File: config.mk
export PLATFORM = sky130hd
export DESIGN_NAME = double_ended_queue_core
export DESIGN_NICKNAME = d
export VERILOG_FILES = /design/src/rtl/dq_pkg.sv /design/src/rtl/dq_ctrl.sv /design/src/rtl/dq_datapath.sv /design/src/rtl/double_ended_queue_core.sv
export SDC_FILE = /design/constraint.sdc
export NUM_CORES = 1
export LEC_CHECK = 0
export BUFFER_PORTS_ARGS = -buffer_cell sky130_fd_sc_hd__buf_2
export CAP_MARGIN = 20
export CELL_PAD_IN_SITES_DETAIL_PLACEMENT = 1
export CELL_PAD_IN_SITES_GLOBAL_PLACEMENT = 2
export CORE_MARGIN = 4
export CORE_UTILIZATION = 44
export DETAILED_ROUTE_END_ITERATION = 10
export PLACE_DENSITY = 0.77
export SYNTH_ARGS = -nofsm -noshare
export SYNTH_HDL_FRONTEND = slang
export SYNTH_SLANG_ARGS = --single-unit
File: constraint.sdc
create_clock -name clk_i -period 4.5 [get_ports clk_i]
set_clock_uncertainty 0.1 [all_clocks]
set_input_delay 0.45 -clock clk_i [delete_from_list [all_inputs] [get_ports clk_i]]
set_output_delay 0.45 -clock clk_i [all_outputs]
set_load 0.05 [all_outputs]
File: src/rtl/dq_pkg.sv
package dq_pkg;

  localparam int unsigned ActionWidth = 3;
  localparam int unsigned StatusWidth = 4;
  localparam int unsigned WordWidth   = 32;
  localparam int unsigned RestrWidth  = 2;

  // Restriction register bits.
  localparam int unsigned RestrNoFrontPush = 0;
  localparam int unsigned RestrNoFrontPop  = 1;

  typedef enum logic [ActionWidth-1:0] {
    ACT_PUSH_FRONT = 3'd0,
    ACT_PUSH_BACK  = 3'd1,
    ACT_POP_FRONT  = 3'd2,
    ACT_POP_BACK   = 3'd3,
    ACT_LIST       = 3'd4,
    ACT_CLEAR      = 3'd5
  } dq_action_e;

  typedef enum logic [StatusWidth-1:0] {
    ST_INSERTED     = 4'd0,
    ST_REMOVED      = 4'd1,
    ST_REMOVED_LAST = 4'd2,
    ST_EMPTY        = 4'd3,
    ST_FULL         = 4'd4,
    ST_REFUSED      = 4'd5,
    ST_ENTRY        = 4'd6,
    ST_LIST_EMPTY   = 4'd7,
    ST_CLEARED      = 4'd8
  } dq_status_e;

  typedef enum logic {
    S_IDLE = 1'b0,
    S_LIST = 1'b1
  } dq_state_e;

  // Commands from the controller to the datapath.
  typedef struct packed {
    logic exec;        // run a single-result action on the accepted item
    logic list_start;  // begin a listing: read the front entry
    logic list_step;   // emit the entry read last and read the next one
  } dq_cmd_t;

  // Status from the datapath to the controller.
  typedef struct packed {
    logic out_busy;    // output register holds an item not yet taken
    logic empty;       // no entries stored
    logic list_last;   // the entry about to be emitted is the back entry
  } dq_stat_t;

endpackage

File: src/rtl/dq_ctrl.sv
module dq_ctrl (
  input  logic                                 clk_i,
  input  logic                                 rst_ni,
  input  logic                                 in_valid_i,
  input  logic [dq_pkg::ActionWidth-1:0]       action_i,
  input  logic                                 out_ready_i,
  input  dq_pkg::dq_stat_t                     stat_i,
  output logic                                 in_ready_o,
  output dq_pkg::dq_cmd_t                      cmd_o
);
  import dq_pkg::*;

  dq_state_e state_q, state_d;
  logic      out_free;
  logic      accept;
  logic      is_list;

  assign out_free = !stat_i.out_busy || out_ready_i;
  assign is_list  = (action_i == ACT_LIST) && !stat_i.empty;

  always_ff @(posedge clk_i or negedge rst_ni) begin
    if (!rst_ni) begin
      state_q <= S_IDLE;
    end else begin
      state_q <= state_d;
    end
  end

  always_comb begin
    state_d = state_q;
    unique case (state_q)
      S_IDLE: begin
        if (in_valid_i && out_free && is_list) begin
          state_d = S_LIST;
        end
      end
      S_LIST: begin
        if (out_free && stat_i.list_last) begin
          state_d = S_IDLE;
        end
      end
      default: state_d = S_IDLE;
    endcase
  end

  always_comb begin
    in_ready_o        = 1'b0;
    accept            = 1'b0;
    cmd_o.exec        = 1'b0;
    cmd_o.list_start  = 1'b0;
    cmd_o.list_step   = 1'b0;
    unique case (state_q)
      S_IDLE: begin
        in_ready_o       = out_free;
        accept           = in_valid_i && out_free;
        cmd_o.list_start = accept && is_list;
        cmd_o.exec       = accept && !is_list;
      end
      S_LIST: begin
        cmd_o.list_step = out_free;
      end
      default: ;
    endcase
  end

endmodule

File: src/rtl/dq_datapath.sv
module dq_datapath #(
  parameter int unsigned DEPTH      = 16,
  parameter int unsigned DATA_WIDTH = 32
) (
  input  logic                                 clk_i,
  input  logic                                 rst_ni,
  input  dq_pkg::dq_cmd_t                      cmd_i,
  output dq_pkg::dq_stat_t                     stat_o,
  input  logic                                 cfg_we_i,
  input  logic [dq_pkg::RestrWidth-1:0]        cfg_wdata_i,
  input  logic [dq_pkg::ActionWidth-1:0]       action_i,
  input  logic [dq_pkg::WordWidth-1:0]         value_i,
  input  logic                                 out_ready_i,
  output logic                                 out_valid_o,
  output logic [dq_pkg::StatusWidth-1:0]       out_status_o,
  output logic [dq_pkg::WordWidth-1:0]         out_value_o,
  output logic                                 out_last_o
);
  import dq_pkg::*;

  localparam int unsigned PW    = $clog2(DEPTH);
  localparam int unsigned CW    = $clog2(DEPTH + 1);
  localparam int unsigned EXT_W = (DATA_WIDTH > WordWidth) ? DATA_WIDTH : WordWidth;

  function automatic logic [PW-1:0] ptr_inc(input logic [PW-1:0] p);
    if (p == PW'(DEPTH - 1)) begin
      return '0;
    end
    return p + PW'(1);
  endfunction

  function automatic logic [PW-1:0] ptr_dec(input logic [PW-1:0] p);
    if (p == '0) begin
      return PW'(DEPTH - 1);
    end
    return p - PW'(1);
  endfunction

  logic [DATA_WIDTH-1:0] mem [DEPTH];

  logic [RestrWidth-1:0] restr_q;
  logic [PW-1:0]         head_q, head_d;
  logic [CW-1:0]         count_q, count_d;
  logic [PW-1:0]         rd_ptr_q, rd_ptr_d;
  logic [PW-1:0]         idx_q, idx_d;
  logic [DATA_WIDTH-1:0] rd_q;

  logic                  out_valid_q;
  dq_status_e            out_status_q;
  logic [WordWidth-1:0]  out_value_q;
  logic                  out_last_q;

  logic                  mem_we;
  logic [PW-1:0]         mem_waddr;
  logic                  mem_re;
  logic [PW-1:0]         mem_raddr;
  dq_status_e            exec_status;

  logic                  full, empty, only_one;
  logic [CW:0]           tail_sum;
  logic [PW-1:0]         tail_ptr;
  logic [PW-1:0]         head_dec;

  logic signed [WordWidth-1:0]  value_s;
  logic signed [EXT_W-1:0]      value_ext;
  logic [DATA_WIDTH-1:0]        wr_word;
  logic signed [DATA_WIDTH-1:0] rd_s;
  logic signed [EXT_W-1:0]      rd_ext;

  assign full     = (count_q == CW'(DEPTH));
  assign empty    = (count_q == '0);
  assign only_one = (count_q == CW'(1));
  assign head_dec = ptr_dec(head_q);

  // The slot behind the back entry is head plus count, wrapped once since the sum stays below twice the depth.
  assign tail_sum = (CW + 1)'(head_q) + (CW + 1)'(count_q);
  assign tail_ptr = (tail_sum >= (CW + 1)'(DEPTH)) ? PW'(tail_sum - (CW + 1)'(DEPTH))
                                                   : PW'(tail_sum);

  assign value_s   = value_i;
  assign value_ext = EXT_W'(value_s);
  assign wr_word   = value_ext[DATA_WIDTH-1:0];
  assign rd_s      = rd_q;
  assign rd_ext    = EXT_W'(rd_s);

  assign stat_o.out_busy  = out_valid_q;
  assign stat_o.empty     = empty;
  assign stat_o.list_last = (CW'(idx_q) == count_q - CW'(1));

  always_comb begin
    exec_status = ST_REFUSED;
    head_d      = head_q;
    count_d     = count_q;
    mem_we      = 1'b0;
    mem_waddr   = tail_ptr;
    unique case (action_i)
      ACT_PUSH_FRONT: begin
        if (restr_q[RestrNoFrontPush]) begin
          exec_status = ST_REFUSED;
        end else if (full) begin
          exec_status = ST_FULL;
        end else begin
          exec_status = ST_INSERTED;
          mem_we      = 1'b1;
          mem_waddr   = head_dec;
          head_d      = head_dec;
          count_d     = count_q + CW'(1);
        end
      end
      ACT_PUSH_BACK: begin
        if (full) begin
          exec_status = ST_FULL;
        end else begin
          exec_status = ST_INSERTED;
          mem_we      = 1'b1;
          count_d     = count_q + CW'(1);
        end
      end
      ACT_POP_FRONT: begin
        if (restr_q[RestrNoFrontPop]) begin
          exec_status = ST_REFUSED;
        end else if (empty) begin
          exec_status = ST_EMPTY;
        end else begin
          exec_status = only_one ? ST_REMOVED_LAST : ST_REMOVED;
          head_d      = ptr_inc(head_q);
          count_d     = count_q - CW'(1);
        end
      end
      ACT_POP_BACK: begin
        if (empty) begin
          exec_status = ST_EMPTY;
        end else begin
          exec_status = only_one ? ST_REMOVED_LAST : ST_REMOVED;
          count_d     = count_q - CW'(1);
        end
      end
      ACT_LIST: begin
        exec_status = ST_LIST_EMPTY;
      end
      ACT_CLEAR: begin
        exec_status = ST_CLEARED;
        head_d      = '0;
        count_d     = '0;
      end
      default: exec_status = ST_REFUSED;
    endcase
  end

  // A listing walks a read pointer from the front; the memory read runs one entry ahead.
  always_comb begin
    mem_re    = 1'b0;
    mem_raddr = rd_ptr_q;
    rd_ptr_d  = rd_ptr_q;
    idx_d     = idx_q;
    if (cmd_i.list_start) begin
      mem_re    = 1'b1;
      mem_raddr = head_q;
      rd_ptr_d  = ptr_inc(head_q);
      idx_d     = '0;
    end else if (cmd_i.list_step) begin
      mem_re   = 1'b1;
      rd_ptr_d = ptr_inc(rd_ptr_q);
      idx_d    = idx_q + PW'(1);
    end
  end

  always_ff @(posedge clk_i) begin
    if (cmd_i.exec && mem_we) begin
      mem[mem_waddr] <= wr_word;
    end
  end

  always_ff @(posedge clk_i) begin
    if (mem_re) begin
      rd_q <= mem[mem_raddr];
    end
  end

  always_ff @(posedge clk_i or negedge rst_ni) begin
    if (!rst_ni) begin
      restr_q     <= '0;
      head_q      <= '0;
      count_q     <= '0;
      rd_ptr_q    <= '0;
      idx_q       <= '0;
      out_valid_q <= 1'b0;
    end else begin
      if (cfg_we_i) begin
        restr_q <= cfg_wdata_i;
      end
      if (cmd_i.exec) begin
        head_q  <= head_d;
        count_q <= count_d;
      end
      rd_ptr_q <= rd_ptr_d;
      idx_q    <= idx_d;
      if (cmd_i.exec || cmd_i.list_step) begin
        out_valid_q <= 1'b1;
      end else if (out_ready_i) begin
        out_valid_q <= 1'b0;
      end
    end
  end

  always_ff @(posedge clk_i) begin
    if (cmd_i.exec) begin
      out_status_q <= exec_status;
      out_value_q  <= '0;
      out_last_q   <= 1'b1;
    end else if (cmd_i.list_step) begin
      out_status_q <= ST_ENTRY;
      out_value_q  <= rd_ext[WordWidth-1:0];
      out_last_q   <= stat_o.list_last;
    end
  end

  assign out_valid_o  = out_valid_q;
  assign out_status_o = out_status_q;
  assign out_value_o  = out_value_q;
  assign out_last_o   = out_last_q;

endmodule

File: src/rtl/double_ended_queue_core.sv
// Double-ended queue of signed words in a ring memory of DEPTH entries, kept as a
// head pointer and an entry count. Each input item carries an action in tuser and
// a push word in tdata; every action answers with a status in tuser, and a list
// action answers with one item per stored entry, front to back, tlast on the back
// one. Push, pop, clear and the other single-answer actions can follow back to back
// while results are taken. The ring memory has one registered read port, so during a
// list the front entry is read when the listing starts, before the first answer, and
// each following entry is read while the previous one is sent.
// No item is taken during a listing. Results sit in an output register, so a new
// item is taken in the cycle its predecessor's result is taken. The restriction
// register refuses front pushes (bit 0) and front pops (bit 1); write it while idle.
module double_ended_queue_core #(
  parameter int unsigned DEPTH      = 16,
  parameter int unsigned DATA_WIDTH = 32
) (
  input  logic                                 clk_i,
  input  logic                                 rst_ni,
  input  logic                                 cfg_we_i,
  input  logic [dq_pkg::RestrWidth-1:0]        cfg_wdata_i,
  input  logic                                 s_axis_tvalid,
  output logic                                 s_axis_tready,
  input  logic [dq_pkg::WordWidth-1:0]         s_axis_tdata,  // [31:0] value
  input  logic [dq_pkg::ActionWidth-1:0]       s_axis_tuser,  // [2:0] action
  output logic                                 m_axis_tvalid,
  input  logic                                 m_axis_tready,
  output logic [dq_pkg::WordWidth-1:0]         m_axis_tdata,  // [31:0] entry_value
  output logic [dq_pkg::StatusWidth-1:0]       m_axis_tuser,  // [3:0] status
  output logic                                 m_axis_tlast
);
  import dq_pkg::*;

  dq_cmd_t  cmd;
  dq_stat_t stat;

  dq_ctrl u_ctrl (
    .clk_i       (clk_i),
    .rst_ni      (rst_ni),
    .in_valid_i  (s_axis_tvalid),
    .action_i    (s_axis_tuser),
    .out_ready_i (m_axis_tready),
    .stat_i      (stat),
    .in_ready_o  (s_axis_tready),
    .cmd_o       (cmd)
  );

  dq_datapath #(
    .DEPTH      (DEPTH),
    .DATA_WIDTH (DATA_WIDTH)
  ) u_datapath (
    .clk_i        (clk_i),
    .rst_ni       (rst_ni),
    .cmd_i        (cmd),
    .stat_o       (stat),
    .cfg_we_i     (cfg_we_i),
    .cfg_wdata_i  (cfg_wdata_i),
    .action_i     (s_axis_tuser),
    .value_i      (s_axis_tdata),
    .out_ready_i  (m_axis_tready),
    .out_valid_o  (m_axis_tvalid),
    .out_status_o (m_axis_tuser),
    .out_value_o  (m_axis_tdata),
    .out_last_o   (m_axis_tlast)
  );

  // At most one command at a time.
  assert property (@(posedge clk_i) disable iff (!rst_ni) $onehot0(cmd))
    else $error("controller issued more than one command");

  // A result is only loaded when the output register is free.
  assert property (@(posedge clk_i) disable iff (!rst_ni)
    (cmd.exec || cmd.list_step) |-> (!m_axis_tvalid || m_axis_tready))
    else $error("output register overwritten before it was taken");

  // Once a listing starts, no item is taken in the next cycle.
  assert property (@(posedge clk_i) disable iff (!rst_ni)
    cmd.list_start |=> !s_axis_tready)
    else $error("item taken during a listing");

  // Only listed entries can be followed by more results of the same item.
  assert property (@(posedge clk_i) disable iff (!rst_ni)
    (m_axis_tvalid && !m_axis_tlast) |-> (m_axis_tuser == ST_ENTRY))
    else $error("non-final result that is not a listed entry");

endmodule
== Word level (Yosys, flattened, before mapping) ==
Memory sizes are Yosys's and may differ from the RTL's. A register that Yosys moved wholly into a read port is not among the register bits.
Cells that the tools add are included.
Storage, ports and cells
  flip-flop bits (word level): 58
  RAM bits: 512
  bits of input ports: 42
  output and inout bits: 39
  word-level logic and storage cells: 114
  memories: 1
Operators by class
  $add $sub $neg: 8
  magnitude comparators: 1
  eq/ne operators: 14
  multiplexer cells: 58
  bitwise operators: 1
  reductions and logical operators: 21
Memory list
  u_datapath.mem: depth 16, width 32, read ports 1, clocked after Yosys merged registers in 1, write ports 1, line dq_datapath.sv:39  | logic [DATA_WIDTH-1:0] mem [DEPTH];
Operator list (count)
  2-to-1 mux 4 bit: 25
  case mux 5 bit (5 select lines): 1
  case mux 4 bit (6 select lines): 1
  2-to-1 mux 1 bit: 21
  2-to-1 mux 5 bit: 4
  adder 4 x 1 -> 4 bit, second input constant: 3
  case mux 4 bit (3 select lines): 1
  equality test 4 bit, second input constant: 2
  != test 2 bit, second input constant: 4
  subtractor 4 x 1 -> 4 bit, second input constant: 2
  adder 4 x 5 -> 6 bit: 1
  equality test 3 x 2 -> 1 bit, second input constant: 2
  equality test 3 bit, second input constant: 2
  greater-or-equal comparator 6 x 5 -> 1 bit, second input constant: 1
  logical AND 1 bit: 6
  AND reduction 6 bit: 1
  nonzero test 2 bit: 3
  adder 5 x 1 -> 5 bit, second input constant: 1
  equality test 4 x 5 -> 1 bit: 1
  equality test 5 x 1 -> 1 bit, second input constant: 1
  equality test 5 bit, second input constant: 1
  zero test 5 bit: 1
  nonzero test 5 bit: 1
  subtractor 5 x 1 -> 5 bit, second input constant: 1
  11 further kinds: 16

== Depth between registers and ports, before layout ==
Gate-level depths: netlist of run 1.
  depth after elaboration: 10
  gate-level depth with buffers: 13
  mapped depth without buffers: 9

== Cells and area by module ==
Synthesis of run 1 repeated with hierarchy kept, for this count alone.
Unflattened totals
  cells, all modules: 1404
  area total of the unflattened synthesis: 23671.5 um^2
By module, submodules not included
  dq_datapath: instances 1, cells each 1395, area each 23572.6 um^2, seq. area each 17616.9 um^2
  dq_ctrl: instances 1, cells each 9, area each 98.8 um^2, seq. area each 25.0 um^2

== Worst setup path before layout of run 1 ==
Ideal clock, no wire load.
  path type: register -> register
  from: reg u_datapath.head_q[0]
  to: mem u_datapath.mem[4][0] (enable)
  library setup time: 0.421 ns
  data arrival time: 3.596 ns
  data required time: 3.979 ns
  path slack: 0.383 ns
  stages on the path, launching flop included: 12
  path buffers: 3
  clock period less this slack: 4.117 ns
  cell sequence: dfrtp_1 > clkbuf_1 > clkbuf_1 > clkbuf_1 > inv_1 > ha_1 > o21bai_1 > a21oi_1 > a41o_1 > mux2_2 > nand2_1 > nor2_1
On the way
  cells in the longest elaborated chain, start to end: 6
  elaborated cells on any way between the ends: 11
  classes of those cells: add/sub (3); order compare (1); mux (6); reduce/logical (1)
RTL lines
  from (decl): line dq_datapath.sv:42  | logic [PW-1:0] head_q, head_d;
  from (signal assigned): line dq_datapath.sv:183  | head_q <= '0;
  from (signal assigned): line dq_datapath.sv:193  | head_q <= head_d;
  adder 4 x 5 -> 6 bit or zero test 4 bit (tied branches): line dq_datapath.sv:76, dq_datapath.sv:33
  greater-or-equal comparator 6 x 5 -> 1 bit (tied with other cells): line dq_datapath.sv:77  | assign tail_ptr = (tail_sum >= (CW + 1)'(DEPTH)) ? PW'(tail_sum - (CW + 1)'(DEPTH))
  2-to-1 mux 4 bit (on tied branches): line dq_datapath.sv:77, dq_datapath.sv:36
  2-to-1 mux 4 bit: line dq_datapath.sv:100  | end else if (full) begin
  2-to-1 mux 4 bit: line dq_datapath.sv:98  | if (restr_q[RestrNoFrontPush]) begin
  2-to-1 mux 4 bit (*): line dq_datapath.sv:96  | unique case (action_i)
  to (decl): line dq_datapath.sv:39
Every way passes the cells marked *; elsewhere a longest branch is shown, timed or not.

== Worst setup path after layout of run 1 ==
  from: reg u_datapath.count_q[0]
  to: reg u_datapath.rd_q[30] (netlist: u_datapath.rd_ext[30]), read port of u_datapath.mem, data pin
On the way
  cells in the longest elaborated chain, start to end: 6
  elaborated cells on any way between the ends: 7
  classes of those cells: mux (3); reduce/logical (4)
RTL lines
  from (decl): line dq_datapath.sv:43  | logic [CW-1:0] count_q, count_d;
  from (signal assigned): line dq_datapath.sv:194  | count_q <= count_d;
  zero test 5 bit (*): line dq_datapath.sv:71  | assign empty = (count_q == '0);
  zero test 1 bit (*): line dq_ctrl.sv:19  | assign is_list = (action_i == ACT_LIST) && !stat_i.empty;
  logical AND 1 bit (*): line dq_ctrl.sv:19
  logical AND 1 bit (*): line dq_ctrl.sv:56  | cmd_o.list_start = accept && is_list;
  2-to-1 mux 2 bit (*): line dq_ctrl.sv:52  | unique case (state_q)
  2-to-1 mux 4 bit or 2-to-1 mux 1 bit (tied branches): line dq_datapath.sv:156  | if (cmd_i.list_start) begin
  to (decl): line dq_datapath.sv:46  | logic [DATA_WIDTH-1:0] rd_q;
Marked as above.
A chain may end at the register's enable or synchronous reset.

==> results.txt, run 1 <==
The cell seen most often among critical-path stages is sky130_fd_sc_hd__buf_4. The count of placed standard cells including taps is between 3000 and 4000. The family with the most delay on the worst path is simple AND/OR/NAND/NOR gates. sky130_fd_sc_hd__edfxtp_1 is the most common cell in the netlist. The highest net fanout along the worst path came out at 18. The final net count came out at about 2300. Based on the critical path, the design can be clocked at up to 248.4 MHz. The count of flip-flops with a built-in enable after synthesis came out at approximately 550. The number of detailed-route iterations in the first pass is 5.

The worst setup path is captured at a register. The post-route clock period utilization is between 80% and 90%. The total number of vias is 20180. The HPWL reported at the end of detailed placement is approximately 47000 um.

The number of global-route vias before repair came out at ~21000. The met2 wirelength from detailed routing came out at about 44000 um. After layout, the minimum clock period comes to 4.026 ns. For the pin with the worst max-slew slack, the measured transition is 1.092 ns. The signed area change from the synthesized netlist to the final layout came out at 14.09%.

The share of final-layout standard cells stronger than drive strength 1 is about an eighth. The number of storage elements in the synthesis netlist came out at 602. Sequential elements use 62.92% of the synthesized area. For this design the ratio of total power to cell area is 621.2 nW/um2. The antenna violation net count after detailed routing is 0. Setup repair after global routing left no endpoint under its margin.

For this design, the slowest cell found on the critical path is sky130_fd_sc_hd__o21ai_4. The number of setup buffers added after CTS is 0. After clock tree synthesis, the repair step resized 0 gates. The data required time of the worst path came out at roughly 4.7 ns. At the worst endpoint, the arrival time is around 4.3 ns. The class of the tightest hold or removal check is in2reg. By area the synthesized netlist is led by sky130_fd_sc_hd__edfxtp_1 (59%), sky130_fd_sc_hd__a2111oi_0 (10%), sky130_fd_sc_hd__mux2i_1 (5.9%).

The biggest cell delay along the critical path came out at ~0.7 ns. The worst path buffer plus inverter count is 3. The post-synthesis instance area came out at ~28000 um2. The setup path with the least slack is of type reg2reg. The top layer used by detailed routing is met4. The aggregate global routing overflow is 0.

The global-route wire length before repair is ~130000 um. The final wirelength came out at between 80000 and 90000 um. The final-layout setup total negative slack is 0 ns. After clock tree synthesis, the clock-pin slew on the worst setup and hold paths is about 0.06 ns. Clock latency on the worst-skew pair, taken at its later pin, is 0.60 ns. The largest total area in the synthesized netlist belongs to sky130_fd_sc_hd__edfxtp_1. The congestion estimate from routability-driven global placement came to approximately 0.78. The static power due to leakage is roughly 11 nW. The worst register-to-register path begins at u_datapath.count_q[0]. Yosys printed 0 warnings. The max-slew violation count is 0. The average wire length per cell after detail routing came out at about 28 um. Entering global routing, the biggest net connects 133 pins. From left edge to right edge, the die measures about 260 um. In this run, distinct cell masters in the synthesized netlist total 58. The final count of negative-setup-slack endpoints came out at 0. Synthesis produced a netlist whose cell count is ~2200. In this run the mean area of a mapped cell was ~13 um2.

Once the floorplan was initialized, standard cells occupied between 40% and 50% of the core. The total met3 wirelength after detailed routing is 4589 um. The prevailing post-synth register cell is sky130_fd_sc_hd__edfxtp_1.

By count the netlist is led by sky130_fd_sc_hd__edfxtp_1 (548), sky130_fd_sc_hd__a2111oi_0 (320), sky130_fd_sc_hd__nand2_1 (263), sky130_fd_sc_hd__nor2b_1 (261), sky130_fd_sc_hd__clkbuf_1 (173). The CTS tree is done. The final core utilization is between 50% and 60%. In this run the vertical extent of the chip is 260.4 um. The count of inserted antenna diode cells came out at 0.

The area share of the leading cell type in the synthesized netlist came out at around three fifths. The startpoint identified for the worst hold timing path is s_axis_tdata[23]. Max-cap violations in this run came to 0. In the routed layout, each cell is associated on average with a via count of roughly 6.4. The die covers between 60000 and 70000 um2. After detailed routing, the number of remaining DRC violations is 0. The maximum clock insertion buffer count came out at 3. The count of endpoints failing hold in the final timing report is 0.

The floorplan core area is approximately 63000 um2. The clock sink count is roughly 600. The CTS H-tree depth came out at 3. The depth of the worst register-to-register path is 9.

The count of routing violations after the opening detailed-route iteration is around 1700. The count of buffers from port buffering came out at 80. The cell depth of the worst hold path came out at 1. The root buffer selected by CTS is sky130_fd_sc_hd__clkbuf_16. The global routing usage summed across all routing layers is 25.92%. The worst hold path terminates at u_datapath.mem[2][23].

The clock buffer count from CTS came out at slightly below 70. Across the VDD grid, the largest voltage drop is 0.0004086 V. Walking the worst path, the cells encountered are inv_1 -> ha_1 -> nor4b_2 -> buf_4 -> or4_4 -> o21ai_4 -> buf_4 -> a2111oi_0 -> or4_1. The net count after synthesis is 2275. The critical path startpoint category is a register. The run finished with clean final reports.

In this run the core area contains between 90 and 100 standard-cell rows. The share of synthesized flip-flops with an asynchronous set or reset is approximately 3.5%. After the flow finishes, the layout carries non-filler instances totaling between 3000 and 4000. The endpoint identified for the worst register-to-register timing path is u_datapath.rd_ext[30]. The I/O pin count came out at 81. For this block, wires on met1 add up to around 38000 um. The setup check on the worst reg-to-reg path leaves a slack of about 0.47 ns. The worst slew slack as a fraction of its limit is a little over a quarter.

The initial antenna violation count is 1.
cells in the final DEF, fill, tap and decap left out, types with 18 or more instances in the layout:
| cell type | netlist | final |
|---|---|---|
| sky130_fd_sc_hd__buf_2 | 23 | 80 |
| sky130_fd_sc_hd__mux2i_1 | 165 | 163 |
| sky130_fd_sc_hd__nor4_1 | 64 | 64 |
| sky130_fd_sc_hd__clkbuf_16 | 0 | 72 |
| sky130_fd_sc_hd__buf_12 | 0 | 27 |
| sky130_fd_sc_hd__edfxtp_1 | 548 | 548 |
| sky130_fd_sc_hd__nor2b_1 | 261 | 261 |
| sky130_fd_sc_hd__dfxtp_1 | 33 | 33 |
| sky130_fd_sc_hd__a21oi_1 | 140 | 140 |
| sky130_fd_sc_hd__or4_1 | 33 | 32 |
| sky130_fd_sc_hd__nor2_1 | 35 | 18 |
| sky130_fd_sc_hd__buf_4 | 0 | 33 |
| sky130_fd_sc_hd__clkbuf_1 | 173 | 21 |
| sky130_fd_sc_hd__nand2_1 | 263 | 262 |
| sky130_fd_sc_hd__a2111oi_0 | 320 | 320 |
per-layer routing:
metal / GRT usage, % / vias to the layer above
met5: 0 / -
met3: 3.086 / 162
met1: 34.50 / 10580
met4: 7.813 / 0
met2: 44.81 / 631
li1: - / 8800
worst register-to-register path: stages, from the launching register on:
cell	delay (ns)
sky130_fd_sc_hd__dfrtp_1	0.52
sky130_fd_sc_hd__inv_1	0.15
sky130_fd_sc_hd__ha_1	0.27
sky130_fd_sc_hd__nor4b_2	0.17
sky130_fd_sc_hd__buf_4	0.18
sky130_fd_sc_hd__or4_4	0.61
sky130_fd_sc_hd__o21ai_4	0.70
sky130_fd_sc_hd__buf_4	0.37
sky130_fd_sc_hd__a2111oi_0	0.16
sky130_fd_sc_hd__or4_1	0.55
logic make-up (layout without fill, tap and decap cells):
group           Yosys count  count (layout)  synth area share (%)
fa+ha+maj                12              12                0.5623
flops                   602             602                 62.92
compound gates          520             520                 14.03
buf+inv                 213             281                 3.061
simple gates            692             692                 12.95
xor+xnor                 11              11                0.3436
mux                     171             171                 6.131
report_power, final:
part           internal [W]  total (W)  leakage [nW]  switching, W
Sequential          0.00668    0.00724          5.47      0.000560
Combinational       0.00219    0.00708          3.98       0.00489
Clock               0.00327    0.00555          1.08       0.00228
per-stage QoR:
stage               cell area, um2  hold WS, ns  setup slack, ns  power, W
floorplan                    28040      0.05441           0.3829   0.01167
global placement             29720       0.3403           0.6328   0.01412
detailed placement           29720       0.3486           0.4531   0.01434
CTS                          31960      0.08976           0.4420   0.01992
global route                 31990       0.1176           0.2347   0.02080
finish                       31990       0.1202           0.4736   0.01987
flip-flops by register name (all words and copies together) (netlist names):
name and count:
u_ctrl.state_q 1, u_datapath.count_q 5, u_datapath.idx_q 4, u_datapath.rd_ext 32, u_datapath.restr_q 2, u_datapath.rd_ptr_q 4, u_datapath.out_status_o 4, u_datapath.out_last_o 1
u_datapath.mem 512, u_datapath.head_q 4, u_datapath.out_valid_o 1, u_datapath.out_value_o 32
final cells by class:
class	instances	area, um2
clock inverters	25	241.5
multi-input cells	1406	9768
clock buffers	99	1963
well taps	846	1059
flip-flops and latches	602	17660
fillers	6341	31090
repair buffers	145	1256
inverters	12	45.04
what timing repair did:
action	4_1_cts	5_1_grt
hold buffers	4	0
endpoints found under the hold margin	23	0
setup endpoints to repair	0	0
how the worst max path moves through the flow:
stage	from	endpoint	slack (ns)	cells after the start
3_3_place_gp	u_datapath.count_q[0]	u_datapath.rd_ext[24]	0.63	9
2_1_floorplan	u_datapath.head_q[0]	u_datapath.mem[4][0]	0.38	11
6_report	u_datapath.count_q[0]	u_datapath.rd_ext[30]	0.47	9
4_1_cts	u_datapath.count_q[0]	u_datapath.rd_ext[9]	0.44	10
3_5_place_dp	u_datapath.count_q[0]	u_datapath.rd_ext[9]	0.45	10
5_1_grt	u_datapath.count_q[0]	u_datapath.rd_ext[9]	0.23	10
Power figures use the tool's default switching activity.
==> run 2: changes to the inputs <==
Settings changed: ABC_AREA set to 1, CORE_UTILIZATION 44 to 42, PLACE_DENSITY 0.77 to 0.78.
==> run 2 against run 1 <==
Sequential share of layout area grew 3.8 points. Register-to-register slack gained 0.34 ns. Worst setup slack better by 0.34 ns. Fmax is 9.2% higher. Hold slack lost 0.052 ns. Synthesized area is 6.5% lower. Synthesized cell count grew 11%. Power down 3.1%. Design area down 6.4%. Non-clock buffer count fell by 9. Critical path type unchanged. Critical endpoint is now u_datapath.mem[11][12]. Highest routed layer is now met5.
==> results.txt, run 2 <==
The synthesized area per cell came out at between 10 and 15 um2. The number of gates given a new drive strength after cts is 0. The detail-routed via count per cell came out at around 5.4. The slew of the pin with the lowest slew margin came out at about 1.1 ns.

The critical path goes through inv_1 -> ha_1 -> nand3_1 -> inv_1 -> nor3_2 -> inv_1 -> o21ai_0 -> nand3_1 -> nor2_4 -> buf_12. The standard cell with the maximum stage delay on the critical path is sky130_fd_sc_hd__nor2_4. The HPWL reported at the end of detailed placement is approximately 42000 um. Prior to clock tree synthesis, the placed netlist has a worst setup slack of approximately 0.8 ns. In this run the remaining antenna-violating nets after routing total 0. The biggest area contributor in the post-synthesis netlist is sky130_fd_sc_hd__edfxtp_1. The number of warnings issued by yosys came out at 0. The count of endpoints failing hold in the final timing report was 0. The H-tree was split into 3 levels. The floorplan step defined a die boundary enclosing between 60000 and 70000 um2. Across the run, the number of max-cap violations was 0.

The setup slack after layout is 0.8134 ns. The worst setup path is captured at a register. The maximum clock insertion buffer count is 3. The global placer's final weighted congestion is about 0.77. The final worst hold slack is 0.06801 ns.

The most common cell after layout, fill and taps aside is sky130_fd_sc_hd__nand2_1. The final net count came out at around 2600. The routed layout has between 15000 and 20000 vias.

Compared with the post-synthesis result, the final layout area differs by 14.21%. The most common cell in the synthesized netlist is sky130_fd_sc_hd__nand2_1. The worst slew slack as a fraction of its limit came out at between 20% and 30%. Data on the critical path arrives at its endpoint at 3.87 ns. The first global-routing pass estimated 117900 um of wire. The source-to-sink clock delay at the later pin of the worst-skew pair is roughly 0.6 ns.

The synthesized netlist occupies a cell area of around 26000 um2. The total DRC errors in the routed layout is 0. The critical path startpoint category is a register. The initial antenna violation count came to 2. The top cell types in the final layout, fill and taps aside, are sky130_fd_sc_hd__nand2_1 (718), sky130_fd_sc_hd__edfxtp_1 (548), sky130_fd_sc_hd__nand3_1 (533). The number of detailed-route iterations in the first pass came out at 5. The initial utilization of the core area, before any placement, comes to around 42%. The filler cell count in the final layout is 6737. The number of buffers inserted by hold repair at cts came out at 6.

Ranked by total cell area, the synthesized netlist is headed by sky130_fd_sc_hd__edfxtp_1 (63%), sky130_fd_sc_hd__nand2_1 (10%), sky130_fd_sc_hd__nand3_1 (10%). After routing, the total negative slack on setup checks comes to 0 ns. The number of flip-flops under the largest register name is approximately 510. The pin count of the biggest net entering global routing is 169. Clock-pin slew was measured on the worst setup and hold paths at 0.06 ns. Once the clock tree was built, the setup fixing pass inserted 0 buffers. The share of synthesized flip-flops with an asynchronous set or reset is 3.488%. The number of library cell types mapped by synthesis came out at 45. The global routing usage summed across all routing layers is 23.15%.

The post-route clock period utilization came out at 81.92%. The net count after synthesis came out at roughly 2500. The floorplan step defined a core boundary enclosing ~62000 um2. TritonCTS built the clock tree.

Internal power comes to about 0.012 W. Setup repair after global routing left no endpoint under its margin. The tree is rooted in a sky130_fd_sc_hd__clkbuf_16. In this run the worst hold path is classified as in2reg. The max-slew violation count was 0.

The run finished with clean final reports. Pin placement for this block handled between 80 and 90 I/O pins. The clock buffer count from CTS came out at 68. In this design, the stage delay of the slowest critical-path cell is around 0.50 ns. The register with the most flip-flops in the final layout is u_datapath.mem. The highest net fanout along the worst path came out at 23.

The count of routing violations after the opening detailed-route iteration came out at 1409. The power density normalized to cell area came out at 643.2 nW/um2. The vertical die dimension came out at 257.8 um. The final wirelength is roughly 77000 um. The share of final-layout standard cells stronger than drive strength 1 came out at about a tenth. In this design, the largest share of critical-path delay is due to simple AND/OR/NAND/NOR gates.

The most used flip-flop cell after synthesis is sky130_fd_sc_hd__edfxtp_1. The final count of negative-setup-slack endpoints came out at 0. The floorplan step set the die width to between 200 and 300 um. The aggregate global routing overflow came out at 0.

The floorplan has 91 rows. In this run the biggest area consumer among cell types represents a little over three fifths of the synthesized area. The sequential fraction of design power is 36.4%. The number of storage elements in the synthesis netlist is 602.

Clock tree synthesis found a total of approximately 600 sinks. The logic gate share of total power is 35.1%. The cell count after synthesis is 2473. The number of global-route vias before repair came to just under 20000. The maximum VDD drop is around 0.00047 V.

The fmax came out at between 200 and 300 MHz. For this design the static power due to leakage is about 12 nW. By instance count, the cell type seen most on the critical path is sky130_fd_sc_hd__inv_1. The count of buffers from port buffering is 80. In the final routed layout, each cell accounts on average for 22.44 um. The count of flip-flops with a built-in enable after synthesis is 548. The data required time of the worst path came out at around 4.7 ns. The final critical delay including setup and external delays came out at 3.687 ns. The share of total power in the clock network came out at 28.5%. The worst path buffer plus inverter count came out at 4. The switching portion of total power came out at approximately two fifths. Of the synthesized area, sequential elements account for 67.32%.

The critical path in this run is classified as reg2reg. The commonest cells after synthesis are sky130_fd_sc_hd__nand2_1 (719), sky130_fd_sc_hd__edfxtp_1 (548), sky130_fd_sc_hd__nand3_1 (534), sky130_fd_sc_hd__inv_1 (263), sky130_fd_sc_hd__buf_2 (95). Summed over all nets, the switching power comes to roughly 0.0075 W.
## run 2: cell types whose count changed in the layout (fill, tap and decap cells not counted), moves of 6 or more
cell | previous run | this run
sky130_fd_sc_hd__o21ai_0 | 17 | 29
sky130_fd_sc_hd__or4_1 | 32 | 0
sky130_fd_sc_hd__clkbuf_1 | 21 | 14
sky130_fd_sc_hd__nor2b_1 | 261 | 0
sky130_fd_sc_hd__a2111oi_0 | 320 | 0
sky130_fd_sc_hd__nor4_1 | 64 | 0
sky130_fd_sc_hd__nand2_1 | 262 | 718
sky130_fd_sc_hd__a21oi_1 | 140 | 10
sky130_fd_sc_hd__xor2_1 | 4 | 10
sky130_fd_sc_hd__inv_1 | 11 | 262
sky130_fd_sc_hd__mux2i_1 | 163 | 0
sky130_fd_sc_hd__buf_12 | 27 | 18
sky130_fd_sc_hd__nand3b_1 | 0 | 64
sky130_fd_sc_hd__nand3_1 | 10 | 533
## run 2: logic make-up (layout without fill, tap and decap cells)
group	after synthesis	in the layout	share of synthesized area, %
XOR/XNOR	12	12	0.4011
other	0	1	0
AO/OA/AOI/OAI	56	56	1.251
adder cells (fa/ha/maj)	12	12	0.6016
multiplexers	1	1	0.04297
flip-flops	602	602	67.32
buffers and inverters	413	527	6.770
AND/OR/NAND/NOR	1377	1377	23.61
## run 2: path summary, 6_finish.rpt
check                                           start                endpoint  slack (ns)  depth (start not counted)
worst max register to register  u_datapath.count_q[0]  u_datapath.mem[11][12]        0.81                         10
worst min register to register  u_datapath.out_last_o   u_datapath.out_last_o        0.37                          2
worst min-delay path                    m_axis_tready  u_datapath.out_valid_o        0.07                          4
worst max-delay path            u_datapath.count_q[0]  u_datapath.mem[11][12]        0.81                         10
max in group asynchronous                      rst_ni  u_datapath.rd_ptr_q[0]        3.66                          2
min in group asynchronous                      rst_ni  u_datapath.rd_ptr_q[2]        0.27                          2
## run 2: metrics by stage
| step | total power [W] | utilization (%) | cells | instance area (um2) |
|---|---|---|---|---|
| floorplan | 0.01163 | - | 2473 | 26210 |
| global placement | 0.01370 | 44.86 | 3295 | 27680 |
| detailed placement | 0.01388 | 44.86 | 3295 | 27680 |
| CTS | 0.01945 | 48.49 | 3424 | 29930 |
| global route | 0.02040 | 48.50 | 3425 | 29930 |
| finish | 0.01925 | 48.50 | 3425 | 29930 |
## run 2: area by class of cell
cell class,instances,area (um2),area share [%]
well taps,837,1047,3.499
diodes,1,2.502,0.008361
inverters,268,1006,3.361
clock inverters,33,286.5,0.9574
clock buffers,90,1898,6.342
flip-flops and latches,602,17640,58.95
repair buffers,136,1061,3.545
multi-input cells,1458,6985,23.34
## run 2: worst reg2reg max path, cell delays in order, from the launching register on
cell                      delay (ns)
sky130_fd_sc_hd__dfrtp_1        0.46
sky130_fd_sc_hd__inv_1          0.15
sky130_fd_sc_hd__ha_1           0.28
sky130_fd_sc_hd__nand3_1        0.17
sky130_fd_sc_hd__inv_1          0.09
sky130_fd_sc_hd__nor3_2         0.30
sky130_fd_sc_hd__inv_1          0.17
sky130_fd_sc_hd__o21ai_0        0.40
sky130_fd_sc_hd__nand3_1        0.42
sky130_fd_sc_hd__nor2_4         0.50
sky130_fd_sc_hd__buf_12         0.31
## run 2: per-layer routing
layer / track usage (%) / part of all wire (%) / up-vias / routed length (um)
met2: 38.41 / 48 / 432 / 37030
met4: 7.069 / 2.5 / 2 / 1898
met5: 0 / 0.010 / - / 8
met3: 3.697 / 5.1 / 127 / 3937
met1: 31.65 / 44 / 9486 / 33980
li1: - / - / 8454 / -
## run 2: power groups by stage
stage | Combinational (W) | Sequential [W] | Clock [W]
floorplan | 0.00419 | 0.00744 | 0
global placement | 0.00660 | 0.00711 | 0
detailed placement | 0.00676 | 0.00712 | 0
CTS | 0.00682 | 0.00701 | 0.00562
global route | 0.00749 | 0.00705 | 0.00586
finish | 0.00675 | 0.00701 | 0.00549
